[src/rtl/htfd_pkg.sv]
// shared types, constants and the crc-8 byte update for the sensor frame decoder
// no dependencies; used by the interfaces and every module of the block
`default_nettype none

package htfd_pkg;

   localparam int unsigned BYTE_W = 8;
   localparam int unsigned WORD_W = 16;
   localparam int unsigned POS_W  = 3;
   localparam int unsigned TEMP_W = 15;
   localparam int unsigned HUM_W  = 14;

   localparam logic [BYTE_W-1:0] CRC_POLY = 8'h31;
   localparam logic [BYTE_W-1:0] CRC_INIT = 8'hFF;

   // frame byte positions
   localparam logic [POS_W-1:0] POS_TEMP_HI  = 3'd0;
   localparam logic [POS_W-1:0] POS_TEMP_LO  = 3'd1;
   localparam logic [POS_W-1:0] POS_TEMP_CRC = 3'd2;
   localparam logic [POS_W-1:0] POS_HUM_HI   = 3'd3;
   localparam logic [POS_W-1:0] POS_HUM_LO   = 3'd4;
   localparam logic [POS_W-1:0] POS_HUM_CRC  = 3'd5;

   // scaling constants (hundredths)
   localparam logic [14:0] TEMP_SPAN   = 15'd17500;
   localparam logic [13:0] HUM_SPAN    = 14'd10000;
   localparam logic [14:0] TEMP_OFFSET = 15'd4500;
   localparam logic [16:0] FULL_SCALE  = 17'd65535;

   // one completed frame, handed from the collector to the scaler
   typedef struct packed {
      logic              done;
      logic [WORD_W-1:0] temp_word;
      logic [WORD_W-1:0] hum_word;
      logic              temp_ok;
      logic              hum_ok;
   } frame_type;

   // crc-8, msb first, one byte
   function automatic logic [BYTE_W-1:0] crc8_byte(input logic [BYTE_W-1:0] crc,
                                                   input logic [BYTE_W-1:0] data);
      logic [BYTE_W-1:0] c;
      c = crc ^ data;
      for (int k = 0; k < BYTE_W; k++) begin
         if (c[BYTE_W-1]) begin
            c = {c[BYTE_W-2:0], 1'b0} ^ CRC_POLY;
         end else begin
            c = {c[BYTE_W-2:0], 1'b0};
         end
      end
      return c;
   endfunction

endpackage

`default_nettype wire

[src/rtl/htfd_if.sv]
// valid/ready channel interfaces for reply bytes and decoded frames
// depends on htfd_pkg for field widths
`default_nettype none

interface htfd_req_if;
   import htfd_pkg::*;
   logic              valid;
   logic              ready;
   logic [BYTE_W-1:0] rx_byte;
   logic              frame_start;

   modport source (output valid, output rx_byte, output frame_start, input ready);
   modport sink   (input valid, input rx_byte, input frame_start, output ready);
endinterface

interface htfd_rsp_if;
   import htfd_pkg::*;
   logic                     valid;
   logic                     ready;
   logic signed [TEMP_W-1:0] temperature_centi;
   logic [HUM_W-1:0]         humidity_centi;
   logic [WORD_W-1:0]        temperature_raw;
   logic [WORD_W-1:0]        humidity_raw;
   logic                     temperature_check_ok;
   logic                     humidity_check_ok;

   modport source (output valid, output temperature_centi, output humidity_centi,
                   output temperature_raw, output humidity_raw,
                   output temperature_check_ok, output humidity_check_ok, input ready);
   modport sink   (input valid, input temperature_centi, input humidity_centi,
                   input temperature_raw, input humidity_raw,
                   input temperature_check_ok, input humidity_check_ok, output ready);
endinterface

`default_nettype wire

[src/rtl/htfd_collect.sv]
// byte position tracking, word assembly and crc checking of one reply frame
// depends on htfd_pkg
`default_nettype none

module htfd_collect
   import htfd_pkg::*;
(
   input  wire logic              clock,
   input  wire logic              reset,
   input  wire logic              accept,
   input  wire logic [BYTE_W-1:0] rx_byte,
   input  wire logic              frame_start,
   output frame_type              frame
);

   logic [POS_W-1:0]  pos_ff, pos_in;
   logic [BYTE_W-1:0] crc_ff, crc_in;
   logic [WORD_W-1:0] temp_ff, temp_in;
   logic [WORD_W-1:0] hum_ff, hum_in;
   logic              tmatch_ff, tmatch_in;

   logic [POS_W-1:0]  pos;
   logic [BYTE_W-1:0] crc_base;
   logic [BYTE_W-1:0] crc_next;

   always_comb begin
      pos      = pos_ff;
      crc_base = crc_ff;
      if (frame_start) begin
         pos      = POS_TEMP_HI;
         crc_base = CRC_INIT;
      end
      if (pos > POS_HUM_CRC) begin
         pos = POS_TEMP_HI;
      end
   end

   assign crc_next = crc8_byte(crc_base, rx_byte);

   always_comb begin
      pos_in    = pos + 1'b1;
      crc_in    = crc_next;
      temp_in   = temp_ff;
      hum_in    = hum_ff;
      tmatch_in = tmatch_ff;
      frame     = '{done: 1'b0, temp_word: temp_ff, hum_word: hum_ff,
                    temp_ok: tmatch_ff, hum_ok: (crc_base == rx_byte)};
      unique case (pos)
         POS_TEMP_HI: begin
            temp_in = {rx_byte, {BYTE_W{1'b0}}};
         end
         POS_TEMP_LO: begin
            temp_in = {temp_ff[WORD_W-1:BYTE_W], rx_byte};
         end
         POS_TEMP_CRC: begin
            tmatch_in = (crc_base == rx_byte);
            crc_in    = CRC_INIT;
         end
         POS_HUM_HI: begin
            hum_in = {rx_byte, {BYTE_W{1'b0}}};
         end
         POS_HUM_LO: begin
            hum_in = {hum_ff[WORD_W-1:BYTE_W], rx_byte};
         end
         default: begin
            crc_in     = CRC_INIT;
            pos_in     = POS_TEMP_HI;
            frame.done = accept;
         end
      endcase
   end

   always_ff @(posedge clock) begin
      if (reset) begin
         pos_ff    <= POS_TEMP_HI;
         crc_ff    <= CRC_INIT;
         temp_ff   <= '0;
         hum_ff    <= '0;
         tmatch_ff <= 1'b0;
      end else if (accept) begin
         pos_ff    <= pos_in;
         crc_ff    <= crc_in;
         temp_ff   <= temp_in;
         hum_ff    <= hum_in;
         tmatch_ff <= tmatch_in;
      end
   end

endmodule

`default_nettype wire

[src/rtl/htfd_scale.sv]
// fixed-point scaling of the raw words to hundredths of a degree and percent
// depends on htfd_pkg; divide by 65535 via shift plus one-step correction
`default_nettype none

module htfd_scale
   import htfd_pkg::*;
(
   input  wire logic [WORD_W-1:0]        temp_word,
   input  wire logic [WORD_W-1:0]        hum_word,
   output logic signed [TEMP_W-1:0]      temperature_centi,
   output logic [HUM_W-1:0]              humidity_centi
);

   logic [30:0] t_prod;
   logic [14:0] t_q0;
   logic [16:0] t_rem;
   logic [14:0] t_q;

   logic [29:0] h_prod;
   logic [13:0] h_q0;
   logic [16:0] h_rem;

   function automatic logic [30:0] t_span_mul(input logic [WORD_W-1:0] w);
      return {15'd0, w} * {16'd0, TEMP_SPAN};
   endfunction

   // x / 65535: q0 = x >> 16 is low by at most one, remainder is lo + q0
   always_comb begin
      t_prod = 31'(t_span_mul(temp_word));
      t_q0   = t_prod[30:16];
      t_rem  = {1'b0, t_prod[15:0]} + {2'b00, t_q0};
      t_q    = t_q0 + 15'(t_rem >= FULL_SCALE);
      temperature_centi = signed'(t_q - TEMP_OFFSET);

      h_prod = 30'({14'd0, hum_word} * {16'd0, HUM_SPAN});
      h_q0   = h_prod[29:16];
      h_rem  = {1'b0, h_prod[15:0]} + {3'b000, h_q0};
      humidity_centi = h_q0 + 14'(h_rem >= FULL_SCALE);
   end

endmodule

`default_nettype wire

[src/rtl/humidity_temp_frame_decoder.sv]
// top level of the sensor reply frame decoder: collector, scaler, result register
// depends on htfd_pkg, htfd_if, htfd_collect and htfd_scale
//
//   channel | dir | fields                                        | per word
//   req_ch  | in  | rx_byte, frame_start                          | one reply byte
//   rsp_ch  | out | temperature_centi, humidity_centi, raw words, | one decoded frame
//           |     | temperature_check_ok, humidity_check_ok       |
//
// one byte per cycle when the byte input is not stalled: the crc update and word
// assembly run between the frame state registers and the result register;
// the frame result appears in the cycle after its sixth byte is taken
// reset (synchronous) clears the byte position, crc and result valid
// a full result register that is not taken stalls the byte input; the
// result register frees in the same cycle it is read, so there is no bubble
`default_nettype none

module humidity_temp_frame_decoder
   import htfd_pkg::*;
(
   input  wire logic  clock,
   input  wire logic  reset,
   htfd_req_if.sink   req_ch,
   htfd_rsp_if.source rsp_ch
);

   logic      accept;
   frame_type frame;

   logic signed [TEMP_W-1:0] t_centi;
   logic [HUM_W-1:0]         h_centi;

   // result register
   logic                     rsp_valid_ff, rsp_valid_in;
   logic signed [TEMP_W-1:0] t_centi_ff;
   logic [HUM_W-1:0]         h_centi_ff;
   logic [WORD_W-1:0]        t_raw_ff;
   logic [WORD_W-1:0]        h_raw_ff;
   logic                     t_ok_ff;
   logic                     h_ok_ff;

   // take a byte whenever the result slot is empty or being drained
   assign req_ch.ready = !rsp_valid_ff || rsp_ch.ready;
   assign accept       = req_ch.valid && req_ch.ready;

   htfd_collect u_collect (
      .clock       (clock),
      .reset       (reset),
      .accept      (accept),
      .rx_byte     (req_ch.rx_byte),
      .frame_start (req_ch.frame_start),
      .frame       (frame)
   );

   // scaling uses the stored words, both complete by the last byte
   htfd_scale u_scale (
      .temp_word         (frame.temp_word),
      .hum_word          (frame.hum_word),
      .temperature_centi (t_centi),
      .humidity_centi    (h_centi)
   );

   always_comb begin
      rsp_valid_in = rsp_valid_ff && !rsp_ch.ready;
      if (frame.done) begin
         rsp_valid_in = 1'b1;
      end
   end

   always_ff @(posedge clock) begin
      if (reset) begin
         rsp_valid_ff <= 1'b0;
      end else begin
         rsp_valid_ff <= rsp_valid_in;
      end
   end

   // payload loads only when a frame completes
   always_ff @(posedge clock) begin
      if (frame.done) begin
         t_centi_ff <= t_centi;
         h_centi_ff <= h_centi;
         t_raw_ff   <= frame.temp_word;
         h_raw_ff   <= frame.hum_word;
         t_ok_ff    <= frame.temp_ok;
         h_ok_ff    <= frame.hum_ok;
      end
   end

   assign rsp_ch.valid                = rsp_valid_ff;
   assign rsp_ch.temperature_centi    = t_centi_ff;
   assign rsp_ch.humidity_centi       = h_centi_ff;
   assign rsp_ch.temperature_raw      = t_raw_ff;
   assign rsp_ch.humidity_raw         = h_raw_ff;
   assign rsp_ch.temperature_check_ok = t_ok_ff;
   assign rsp_ch.humidity_check_ok    = h_ok_ff;

endmodule

`default_nettype wire

[src/flat_wrapper.sv]
// flat-port wrapper written by rule: the top's interface ports become plain ports
module humidity_temp_frame_decoder_flat import htfd_pkg::*;
  (clock, reset, req_ch_valid, req_ch_rx_byte, req_ch_frame_start, req_ch_ready, rsp_ch_valid, rsp_ch_temperature_centi, rsp_ch_humidity_centi, rsp_ch_temperature_raw, rsp_ch_humidity_raw, rsp_ch_temperature_check_ok, rsp_ch_humidity_check_ok, rsp_ch_ready);
  htfd_req_if req_ch_i ();
  htfd_rsp_if rsp_ch_i ();
  input  wire logic clock;
  input  wire logic reset;
  input wire logic [$bits(req_ch_i.valid)-1:0] req_ch_valid;
  input wire logic [$bits(req_ch_i.rx_byte)-1:0] req_ch_rx_byte;
  input wire logic [$bits(req_ch_i.frame_start)-1:0] req_ch_frame_start;
  output wire logic [$bits(req_ch_i.ready)-1:0] req_ch_ready;
  output wire logic [$bits(rsp_ch_i.valid)-1:0] rsp_ch_valid;
  output wire logic [$bits(rsp_ch_i.temperature_centi)-1:0] rsp_ch_temperature_centi;
  output wire logic [$bits(rsp_ch_i.humidity_centi)-1:0] rsp_ch_humidity_centi;
  output wire logic [$bits(rsp_ch_i.temperature_raw)-1:0] rsp_ch_temperature_raw;
  output wire logic [$bits(rsp_ch_i.humidity_raw)-1:0] rsp_ch_humidity_raw;
  output wire logic [$bits(rsp_ch_i.temperature_check_ok)-1:0] rsp_ch_temperature_check_ok;
  output wire logic [$bits(rsp_ch_i.humidity_check_ok)-1:0] rsp_ch_humidity_check_ok;
  input wire logic [$bits(rsp_ch_i.ready)-1:0] rsp_ch_ready;
  assign req_ch_i.valid = req_ch_valid;
  assign req_ch_i.rx_byte = req_ch_rx_byte;
  assign req_ch_i.frame_start = req_ch_frame_start;
  assign req_ch_ready = req_ch_i.ready;
  assign rsp_ch_valid = rsp_ch_i.valid;
  assign rsp_ch_temperature_centi = rsp_ch_i.temperature_centi;
  assign rsp_ch_humidity_centi = rsp_ch_i.humidity_centi;
  assign rsp_ch_temperature_raw = rsp_ch_i.temperature_raw;
  assign rsp_ch_humidity_raw = rsp_ch_i.humidity_raw;
  assign rsp_ch_temperature_check_ok = rsp_ch_i.temperature_check_ok;
  assign rsp_ch_humidity_check_ok = rsp_ch_i.humidity_check_ok;
  assign rsp_ch_i.ready = rsp_ch_ready;
  humidity_temp_frame_decoder u_core (.clock(clock), .reset(reset), .req_ch(req_ch_i), .rsp_ch(rsp_ch_i));
endmodule
[config.mk]
export PLATFORM = sky130hd
export DESIGN_NAME = humidity_temp_frame_decoder_flat
export DESIGN_NICKNAME = d
export VERILOG_FILES = /design/src/rtl/htfd_pkg.sv /design/src/rtl/htfd_if.sv /design/src/rtl/htfd_collect.sv /design/src/rtl/htfd_scale.sv /design/src/rtl/humidity_temp_frame_decoder.sv /design/src/flat_wrapper.sv
export SDC_FILE = /design/constraint.sdc
export NUM_CORES = 1
export LEC_CHECK = 0
export ABC_AREA = 1
export BUFFER_PORTS_ARGS = -buffer_cell sky130_fd_sc_hd__buf_2
export CORE_MARGIN = 5
export CORE_UTILIZATION = 55
export CTS_BUF_LIST = sky130_fd_sc_hd__clkbuf_8
export CTS_CLUSTER_DIAMETER = 80
export DETAILED_ROUTE_END_ITERATION = 7
export GPL_ROUTABILITY_DRIVEN = 0
export PLACE_DENSITY = 0.73
export SLEW_MARGIN = 15
export SYNTH_ARGS = -nofsm -noshare
export SYNTH_HDL_FRONTEND = slang
export SYNTH_HIERARCHICAL = 1
export SYNTH_SLANG_ARGS = --single-unit
[constraint.sdc]
create_clock -name clock -period 10.8 [get_ports clock]
set_input_delay 1.08 -clock clock [delete_from_list [all_inputs] [get_ports clock]]
set_output_delay 1.08 -clock clock [all_outputs]
set_load 0.02 [all_outputs]
==> results of run 1 <==
worst max-delay path by stage:
stage,cells past startpoint,from,slack [ps],end
6_report,34,u_core/u_collect/temp_ff[8],3650,u_core/rsp_ch.temperature_centi[13]
5_1_grt,35,u_core/u_collect/temp_ff[9],3100,u_core/rsp_ch.temperature_centi[12]
4_1_cts,36,u_core/u_collect/temp_ff[9],3670,u_core/rsp_ch.temperature_centi[14]
3_5_place_dp,35,u_core/u_collect/temp_ff[9],3720,u_core/rsp_ch.temperature_centi[12]
3_3_place_gp,38,u_core/u_collect/temp_ff[9],3780,u_core/rsp_ch.temperature_centi[13]
2_1_floorplan,35,u_core/u_collect/temp_ff[9],4570,u_core/rsp_ch.temperature_centi[12]
final cells by class:
type / instances / area share [%]
clock buffer: 9 / 0.892
clock inverter: 7 / 0.477
inverter: 394 / 10.6
multi-input combinational: 1188 / 62.1
sequential: 108 / 20.1
tap: 319 / 2.87
timing repair buffer: 79 / 2.88
sequential cells by signal (all words and copies together), names as in the netlist:
signal and flops:
u_core/rsp_ch.humidity_raw 16, u_core/rsp_ch.temperature_raw 16, u_core/u_collect/tmatch_ff 1, u_core/u_collect/pos_ff 3, u_core/rsp_ch.humidity_centi 14, u_core/u_collect/hum_ff 16
u_core/rsp_ch.temperature_check_ok 1, u_core/rsp_ch.humidity_check_ok 1, u_core/u_collect/crc_ff 8, u_core/u_collect/temp_ff 16, u_core/rsp_ch.temperature_centi 15, u_core/rsp_ch.valid 1
synth_stat cells (2+ instances only):
cell type / count / area, µm²
inv_1: 387 / 1450
nand2_1: 387 / 1450
ha_1: 199 / 2490
nor2_1: 107 / 402
a21oi_1: 94 / 470
nand3_1: 93 / 465
fa_1: 82 / 1640
edfxtp_1: 63 / 1890
dfxtp_1: 45 / 901
xor2_1: 36 / 315
o21ai_0: 31 / 155
nand2_2: 27 / 169
nand4_1: 25 / 156
nor2_2: 15 / 93.8
xnor2_1: 15 / 131
o21ai_1: 9 / 45.0
clkbuf_1: 8 / 30.0
and2_1: 7 / 43.8
inv_2: 6 / 22.5
nor3_1: 6 / 30.0
o21bai_1: 6 / 45.0
o211ai_1: 5 / 37.5
xor2_2: 5 / 81.3
a211oi_1: 4 / 30.0
nor3_2: 4 / 40.0
xnor2_2: 4 / 65.1
nor2_4: 3 / 33.8
or2_2: 3 / 18.8
a21o_1: 2 / 15.0
a21oi_4: 2 / 32.5
a31oi_1: 2 / 12.5
buf_4: 2 / 15.0
clkbuf_2: 2 / 10.0
nand2_4: 2 / 22.5
nand3b_1: 2 / 15.0
o21ai_2: 2 / 17.5
routing by layer:
| layer | global-route usage [%] | vias up | part of all wire (%) |
|---|---|---|---|
| met4 | 5.76 | 0 | 1.9 |
| met5 | 0 | - | 0 |
| met2 | 36.3 | 333 | 44 |
| li1 | - | 5482 | - |
| met1 | 32.2 | 5026 | 47 |
| met3 | 3.43 | 42 | 6.2 |
critical path: cells and delay by family (launching register included):
kind | cells | cell delay (ps)
adder cells (fa/ha/maj) | 8 | 3100
AND/OR/NAND/NOR | 21 | 2620
flip-flops | 1 | 620
AO/OA/AOI/OAI | 2 | 330
XOR/XNOR | 1 | 140
buffers and inverters | 2 | 90
power breakdown:
part / switching [mW] / internal (mW)
Clock: 0.167 / 0.0900
Combinational: 0.437 / 0.230
Sequential: 0.0160 / 0.459
Total: 0.620 / 0.779
kinds of logic after synthesis:
group / Yosys count
and+or+nand+nor: 684
buffers and inverters: 407
adders and majority gates: 281
AOI/OAI and AO/OA: 162
DFF: 108
xor gates and xnor gates: 61
==> flow_summary.toml, run 1 <==
[synthesis]
avgSynthCellArea_um2 = 7.61
synth_seq_cells = 108
ys.flop_type = "edfxtp_1"
syn_inst = 1703
synth_xor_area_share_pct = 4.79
synth_compound_area_share_pct = 6.99
netlist_area_um2 = 13000
synth-seq-area-share_pct = 21.5
async_reset_ff_share_pct = 0
synth-edff-count = 63
ys_warn_count = 6
synth_top_family_by_area = "adder cells"
synth_fa_ha_area_share_pct = 31.9
syn-num-nets = 1997
synthSimpleGateAreaFrac_pct = 22.9
ys_types = 47
synth_mux_area_share_pct = 0

[cts]
clk_pin_slew_ps = 110
insertion_delay_ps = 410
ctsHoldBuffers = 0
cts_buffer_depth = 2
cts_tree = "done"
numCtsBuffers = 9
postCtsResizedCells = 0
cts_setup_buffers = 0
cts-root-buf = "clkbuf_8"
clock_sinks = 108
h-tree-depth = 3

[drt]
drt-initial-drc-count = 841
drc = 0
wl_per_cell_um = 14.1
firstDrtPassIters = 5
num_vias = 10900
drt-total-wl_mm = 29.6
vias_per_cell = 5.17
ant_nets = 0

[cells_and_area]
final_core_util_pct = 59.5
most-common-layout-cells = "387 x inv_1, 387 x nand2_1, 199 x ha_1, 106 x nor2_1, 94 x a21oi_1"
seq_area_um2 = 2790
area_growth_pct = 7.18
final_area_um2 = 13900
final_cells = 2104
drive_above_1_share_pct = 9.64
fillers = 2157
nets = 2074
num_antenna_cells = 0
multi_input_area_um2 = 8630

[hold_path]
hp-start = "u_core/u_collect/tmatch_ff"
holdCritPathClass = "reg2reg"
hold_depth = 0
holdPathEnd = "u_core/rsp_ch.temperature_check_ok"

[global_route]
grt_max_degree = 55
grt_util_all_layers_pct = 22.6
grt_first_pass_wirelength_mm = 49.0
grt_overflow_total = 0
antenna_found_initial = 0
grt_pass1_vias = 10300

[die]
pin_count = 78
start_util_pct = 55.6
rows = 56
core_um2 = 23300
die_h_um = 164
fp.dieArea_um2 = 26700
die_x_um = 164

[power]
p_per_area_nw_per_um2 = 101
leakagePower_nw = 7.56
finalPower_mw = 1.40
vdd_ir_drop_max_v = 0.0000814

[critical_path]
rrSetupSlack_ps = 3650
critPathCaptureType = "flip-flop"
critPathLaunchType = "flip-flop"
max_stage_delay_ps = 620
regToRegStartpoint = "u_core/u_collect/temp_ff[8]"
critPathArrivalTime_ps = 7320
critical_path_required_ps = 10970
cp_slowest_cell = "dfxtp_1"
path_max_fanout = 8
regToRegEndpoint = "u_core/rsp_ch.temperature_centi[13]"
ff2ff_path_depth = 34
crit_top_cell = "nand2_1"
critPathKind = "reg2reg"

[timing]
relSlewSlack_pct = 48.9
whs_ps = 440
tightest_slew_ps = 767
period_needed_ps = 7150
finalSetupTns_ps = 0
slew_violations = 0
grt_setup_unrepaired = "no"
final-hold-violation-count = 0
fmax_mhz = 140
post-route-period-util_pct = 66.2
skew_ps = 15.3
fin_ws_ps = 3650
setup_violations = 0

[place]
post-place-ws_ps = 3720
dpl.hpwl_mm = 24.4
placed_cell_area_um2 = 13700
port_buffers = 77
placed_cells = 2088

[job]
maxCapViolCount = 0

[status]
status = "completed"
Note: power is estimated with default switching activity, not from simulation.
==> run 2, diff against run 1 <==
ABC_AREA = 0   (was 1)
clock period = 6.9 ns   (was 10.8 ns; I/O delays follow)
==> flow_summary.toml, run 2 <==
[cts]
insertion_delay_ps = 400
h-tree-depth = 3
cts-root-buf = "clkbuf_8"
clock_sinks = 108
numCtsBuffers = 9
cts_buffer_depth = 2
cts_tree = "done"
clk_pin_slew_ps = 120

[power]
p_per_area_nw_per_um2 = 131
comb_power_share_pct = 46.5
power.share.clock_pct = 18.8
p_switching_mw = 0.767
sw_frac_of_total_pct = 36.6
leakagePower_nw = 8.03
pwr-share-seq_pct = 34.7
internal-power_mw = 1.33
finalPower_mw = 2.10
vdd_ir_drop_max_v = 0.000101

[cells_and_area]
most-common-layout-cells = "236 x buf_4, 213 x inv_1, 159 x ha_1, 91 x nor2_1, 81 x fa_1"
area_growth_pct = 31.6
nets = 1886
drive_above_1_share_pct = 35.4
num_antenna_cells = 0
final_common_cell = "buf_4"
fillers = 1497

[synthesis]
synth-edff-count = 63
syn-num-nets = 1575
netlist_area_um2 = 12200
ys_warn_count = 6
synth_largest_area_cell = "ha_1"
yosysTopAreaCellShare_pct = 20.5
ys_types = 96
synth-seq-area-share_pct = 22.9
synth_seq_cells = 108
netlist_top_cells_count = "242 x inv_1, 199 x ha_1, 96 x nor2_1"
ys.flop_type = "edfxtp_1"
async_reset_ff_share_pct = 0
avgSynthCellArea_um2 = 9.50
syn_inst = 1281
synthTopCellsByArea = "ha_1 20%, edfxtp_1 16%, fa_1 13%, inv_1 7.5%, dfxtp_1 7.4%"
synth.most_common_cell = "inv_1"

[drt]
drt-total-wl_mm = 31.7
firstDrtPassIters = 5
drt-initial-drc-count = 663
wl_per_cell_um = 16.9
num_vias = 10400
vias_per_cell = 5.54
ant_nets = 0
drc = 0

[die]
die_h_um = 159
core_um2 = 21800
die_x_um = 159
rows = 54
fp.dieArea_um2 = 25200
pin_count = 78
start_util_pct = 55.8

[critical_path]
critPathArrivalTime_ps = 7950
critPathLaunchType = "flip-flop"
max_stage_delay_ps = 550
critPathKind = "reg2reg"
cp_slowest_cell = "fa_1"
critPathBufInv = 5
critPathCaptureType = "flip-flop"
crit_top_cell = "ha_4"
critical_path_required_ps = 7060
critPathTopFamily = "adder cells"
path_max_fanout = 4

[global_route]
grt_pass1_vias = 10500
grt_max_degree = 52
antenna_found_initial = 0
grt_util_all_layers_pct = 24.1
grt_overflow_total = 0
grt_first_pass_wirelength_mm = 51.1

[timing]
post-route-period-util_pct = 113
skew_ps = 12.9
finalSetupTns_ps = -11280
fin_ws_ps = -886
slew_violations = 0
whs_ps = 459
period_needed_ps = 7790
final-hold-violation-count = 0
grt_setup_unrepaired = "yes"
tightest_slew_ps = 893
setup_violations = 24
fmax_mhz = 128
relSlewSlack_pct = 40.5

[place]
port_buffers = 77
post-place-ws_ps = -883
dpl.hpwl_mm = 24.6

[job]
maxCapViolCount = 0

[hold_path]
holdCritPathClass = "reg2reg"

[status]
status = "finished with violations"
violations = "setup timing"
[run 2: changes by cell type in the layout (fill, tap and decap cells not counted), sizes merged, moves of 27 or more]
cell / change
and3: +27
nand3: -77
nand2: -369
nor2: -28
inv: -152
buf: +244
xnor2: +28
a21oi: -39
[run 2: path summary, 6_finish.rpt]
check                                                  from                                   to  slack [ps]  cells past startpoint
worst max-delay path            u_core/u_collect/temp_ff[9]  u_core/rsp_ch.temperature_centi[13]        -890                     34
worst min-delay path             u_core/u_collect/tmatch_ff   u_core/rsp_ch.temperature_check_ok         460                      0
worst max register to register  u_core/u_collect/temp_ff[9]  u_core/rsp_ch.temperature_centi[13]        -890                     34
worst min register to register   u_core/u_collect/tmatch_ff   u_core/rsp_ch.temperature_check_ok         460                      0
[run 2: final cells by class]
cell class / instances / area [µm²] / area share (%)
timing repair buffer: 323 / 2280 / 14.2
tap: 280 / 350 / 2.19
clock inverter: 5 / 33.8 / 0.211
clock buffer: 11 / 151 / 0.945
inverter: 242 / 911 / 5.69
multi-input combinational: 908 / 9450 / 59.0
sequential: 108 / 2840 / 17.7
[run 2: routing by layer]
metal	vias up	GRT usage [%]	part of all wire, %
li1	5038	-	-
met1	5039	32.9	46
met2	257	40.2	47
met3	56	3.27	4.7
met4	0	6.61	2.3
met5	-	0	0
[run 2: metrics by stage]
| stage | cells | area (µm²) | util (%) |
|---|---|---|---|
| finish | 1877 | 16000 | 73.4 |
| global route | 1877 | 16000 | 73.4 |
| CTS | 1869 | 15600 | 71.5 |
| detailed placement | 1832 | 15000 | 68.7 |
| global placement | 1832 | 15000 | 68.7 |
| floorplan | 1281 | 12700 | - |
[run 2: cell families after synthesis]
| kind of cell | share of synthesized area, % |
|---|---|
| AO/OA/AOI/OAI | 14.6 |
| XOR/XNOR | 5.88 |
| buffers and inverters | 8.47 |
| adder cells (fa/ha/maj) | 34.0 |
| multiplexers | 1.48 |
| flip-flops | 22.9 |
| AND/OR/NAND/NOR | 12.6 |
[run 2: power by group through the flow]
stage	clock [mW]	combinational, mW	sequential, mW
2_1_floorplan	0	0.566	0.744
3_3_place_gp	0	0.826	0.742
3_5_place_dp	0	0.858	0.743
4_1_cts	0.407	0.909	0.727
5_1_grt	0.430	1.06	0.730
6_report	0.395	0.975	0.727
[run 2: worst reg2reg max path, delay by kind of cell (launching register included)]
family,cells,cell delay (ps)
simple gates,8,1610
fa+ha+maj,9,3110
flops,1,390
xor+xnor,1,140
buf+inv,5,360
compound gates,11,1950
[run 2: what timing repair did]
action,in CTS,in global routing
setup endpoints to repair,27,28
buffers inserted,22,9
gates resized for setup,58,75
pin swaps,46,55
endpoints found under the hold margin,0,0
hold buffers,0,0
==> run 3, diff against run 2 <==
SKIP_CTS_REPAIR_TIMING = 1   (was unset)
==> flow_summary.toml, run 3 (synthesized netlist as in run 2, its figures left out) <==
[timing]
period_needed_ps = 7670
final-hold-violation-count = 0
finalSetupTns_ps = -8100
tightest_slew_ps = 902
whs_ps = 459
relSlewSlack_pct = 39.9
skew_ps = 11.8
post-route-period-util_pct = 111
setup_violations = 21
fin_ws_ps = -773
slew_violations = 0
grt_setup_unrepaired = "yes"
fmax_mhz = 130

[drt]
ant_nets = 0
vias_per_cell = 5.51
drt-total-wl_mm = 31.0
drc = 0
wl_per_cell_um = 16.6
num_vias = 10300
firstDrtPassIters = 5
drt-initial-drc-count = 609

[cells_and_area]
final_common_cell = "buf_4"
final_core_util_pct = 72.7
final_cells = 1861
nets = 1870
final_area_um2 = 15900
most-common-layout-cells = "225 x buf_4, 217 x inv_1, 155 x ha_1, 92 x nor2_1, 81 x fa_1"
drive_above_1_share_pct = 34.7
area_growth_pct = 30.4
num_antenna_cells = 0

[die]
pin_count = 78
core_um2 = 21800
start_util_pct = 55.8
die_x_um = 159
rows = 54
die_h_um = 159
fp.dieArea_um2 = 25200

[place]
placed_cells = 1832
port_buffers = 77
placed_cell_area_um2 = 15000
post-place-ws_ps = -883
dpl.hpwl_mm = 24.6

[cts]
numCtsBuffers = 9
h-tree-depth = 3
cts-root-buf = "clkbuf_8"
insertion_delay_ps = 400
clock_sinks = 108
cts_tree = "done"
clk_pin_slew_ps = 110
cts_buffer_depth = 2

[hold_path]
hold_depth = 0
holdCritPathClass = "reg2reg"
hp-start = "u_core/u_collect/tmatch_ff"
holdPathEnd = "u_core/rsp_ch.temperature_check_ok"

[critical_path]
max_stage_delay_ps = 530
regToRegEndpoint = "u_core/rsp_ch.temperature_centi[13]"
ff2ff_path_depth = 32
cp_slowest_cell = "fa_1"
critPathLaunchType = "flip-flop"
critPathKind = "reg2reg"
rrSetupSlack_ps = -770
critPathArrivalTime_ps = 7840
regToRegStartpoint = "u_core/u_collect/temp_ff[7]"
path_max_fanout = 5
critical_path_required_ps = 7070
crit_top_cell = "fa_1"
critPathCaptureType = "flip-flop"

[global_route]
grt_first_pass_wirelength_mm = 49.4
grt_pass1_vias = 10300
antenna_found_initial = 0
grt_util_all_layers_pct = 23.2
grt_max_degree = 52
grt_overflow_total = 0

[power]
p_per_area_nw_per_um2 = 130
leakagePower_nw = 7.91
vdd_ir_drop_max_v = 0.000102
finalPower_mw = 2.06

[status]
status = "finished with violations"
violations = "setup timing"

[job]
maxCapViolCount = 0
-- run 3: changes by cell type in the layout (fill, tap and decap cells not counted), sizes merged --
cell	change
buf	-16
-- run 3: worst max path at each step --
stage                     depth (start not counted)  slack [ps]                                   to                    startpoint
after floorplan                                  35        -340  u_core/rsp_ch.temperature_centi[13]  u_core/u_collect/temp_ff[13]
after global placement                           32        -520  u_core/rsp_ch.temperature_centi[14]   u_core/u_collect/temp_ff[7]
after detailed placement                         31        -880  u_core/rsp_ch.temperature_centi[14]   u_core/u_collect/temp_ff[9]
after CTS                                        30        -890  u_core/rsp_ch.temperature_centi[14]   u_core/u_collect/temp_ff[7]
after global routing                             32       -1080  u_core/rsp_ch.temperature_centi[13]   u_core/u_collect/temp_ff[7]
final                                            32        -770  u_core/rsp_ch.temperature_centi[13]   u_core/u_collect/temp_ff[7]
-- run 3: layer usage --
metal | vias up | wire [µm] | track usage (%)
met1 | 4943 | 14200 | 32.0
li1 | 5009 | - | -
met3 | 46 | 1490 | 3.27
met2 | 255 | 14700 | 38.4
met5 | - | 0 | 0
met4 | 0 | 575 | 6.30
-- run 3: critical path, delay by kind of cell, from the launching register on --
family                   cells  cell delay (ps)
AO/OA/AOI/OAI                7             1250
XOR/XNOR                     1              140
adder cells (fa/ha/maj)      9             3290
buffers and inverters        6              310
flip-flops                   1              390
AND/OR/NAND/NOR              9             2040
-- run 3: report_power, final --
part	total, mW	internal, mW	switching (mW)
Clock	0.398	0.153	0.246
Sequential	0.728	0.705	0.0227
Combinational	0.937	0.450	0.487
Total	2.06	1.31	0.755
-- run 3: layout make-up --
class / instances / area (µm²)
fillers: 1537 / 5950
flip-flops and latches: 108 / 2840
inverters: 242 / 911
clock inverters: 5 / 33.8
clock buffers: 11 / 151
repair buffers: 307 / 2140
well taps: 280 / 350
multi-input cells: 908 / 9440
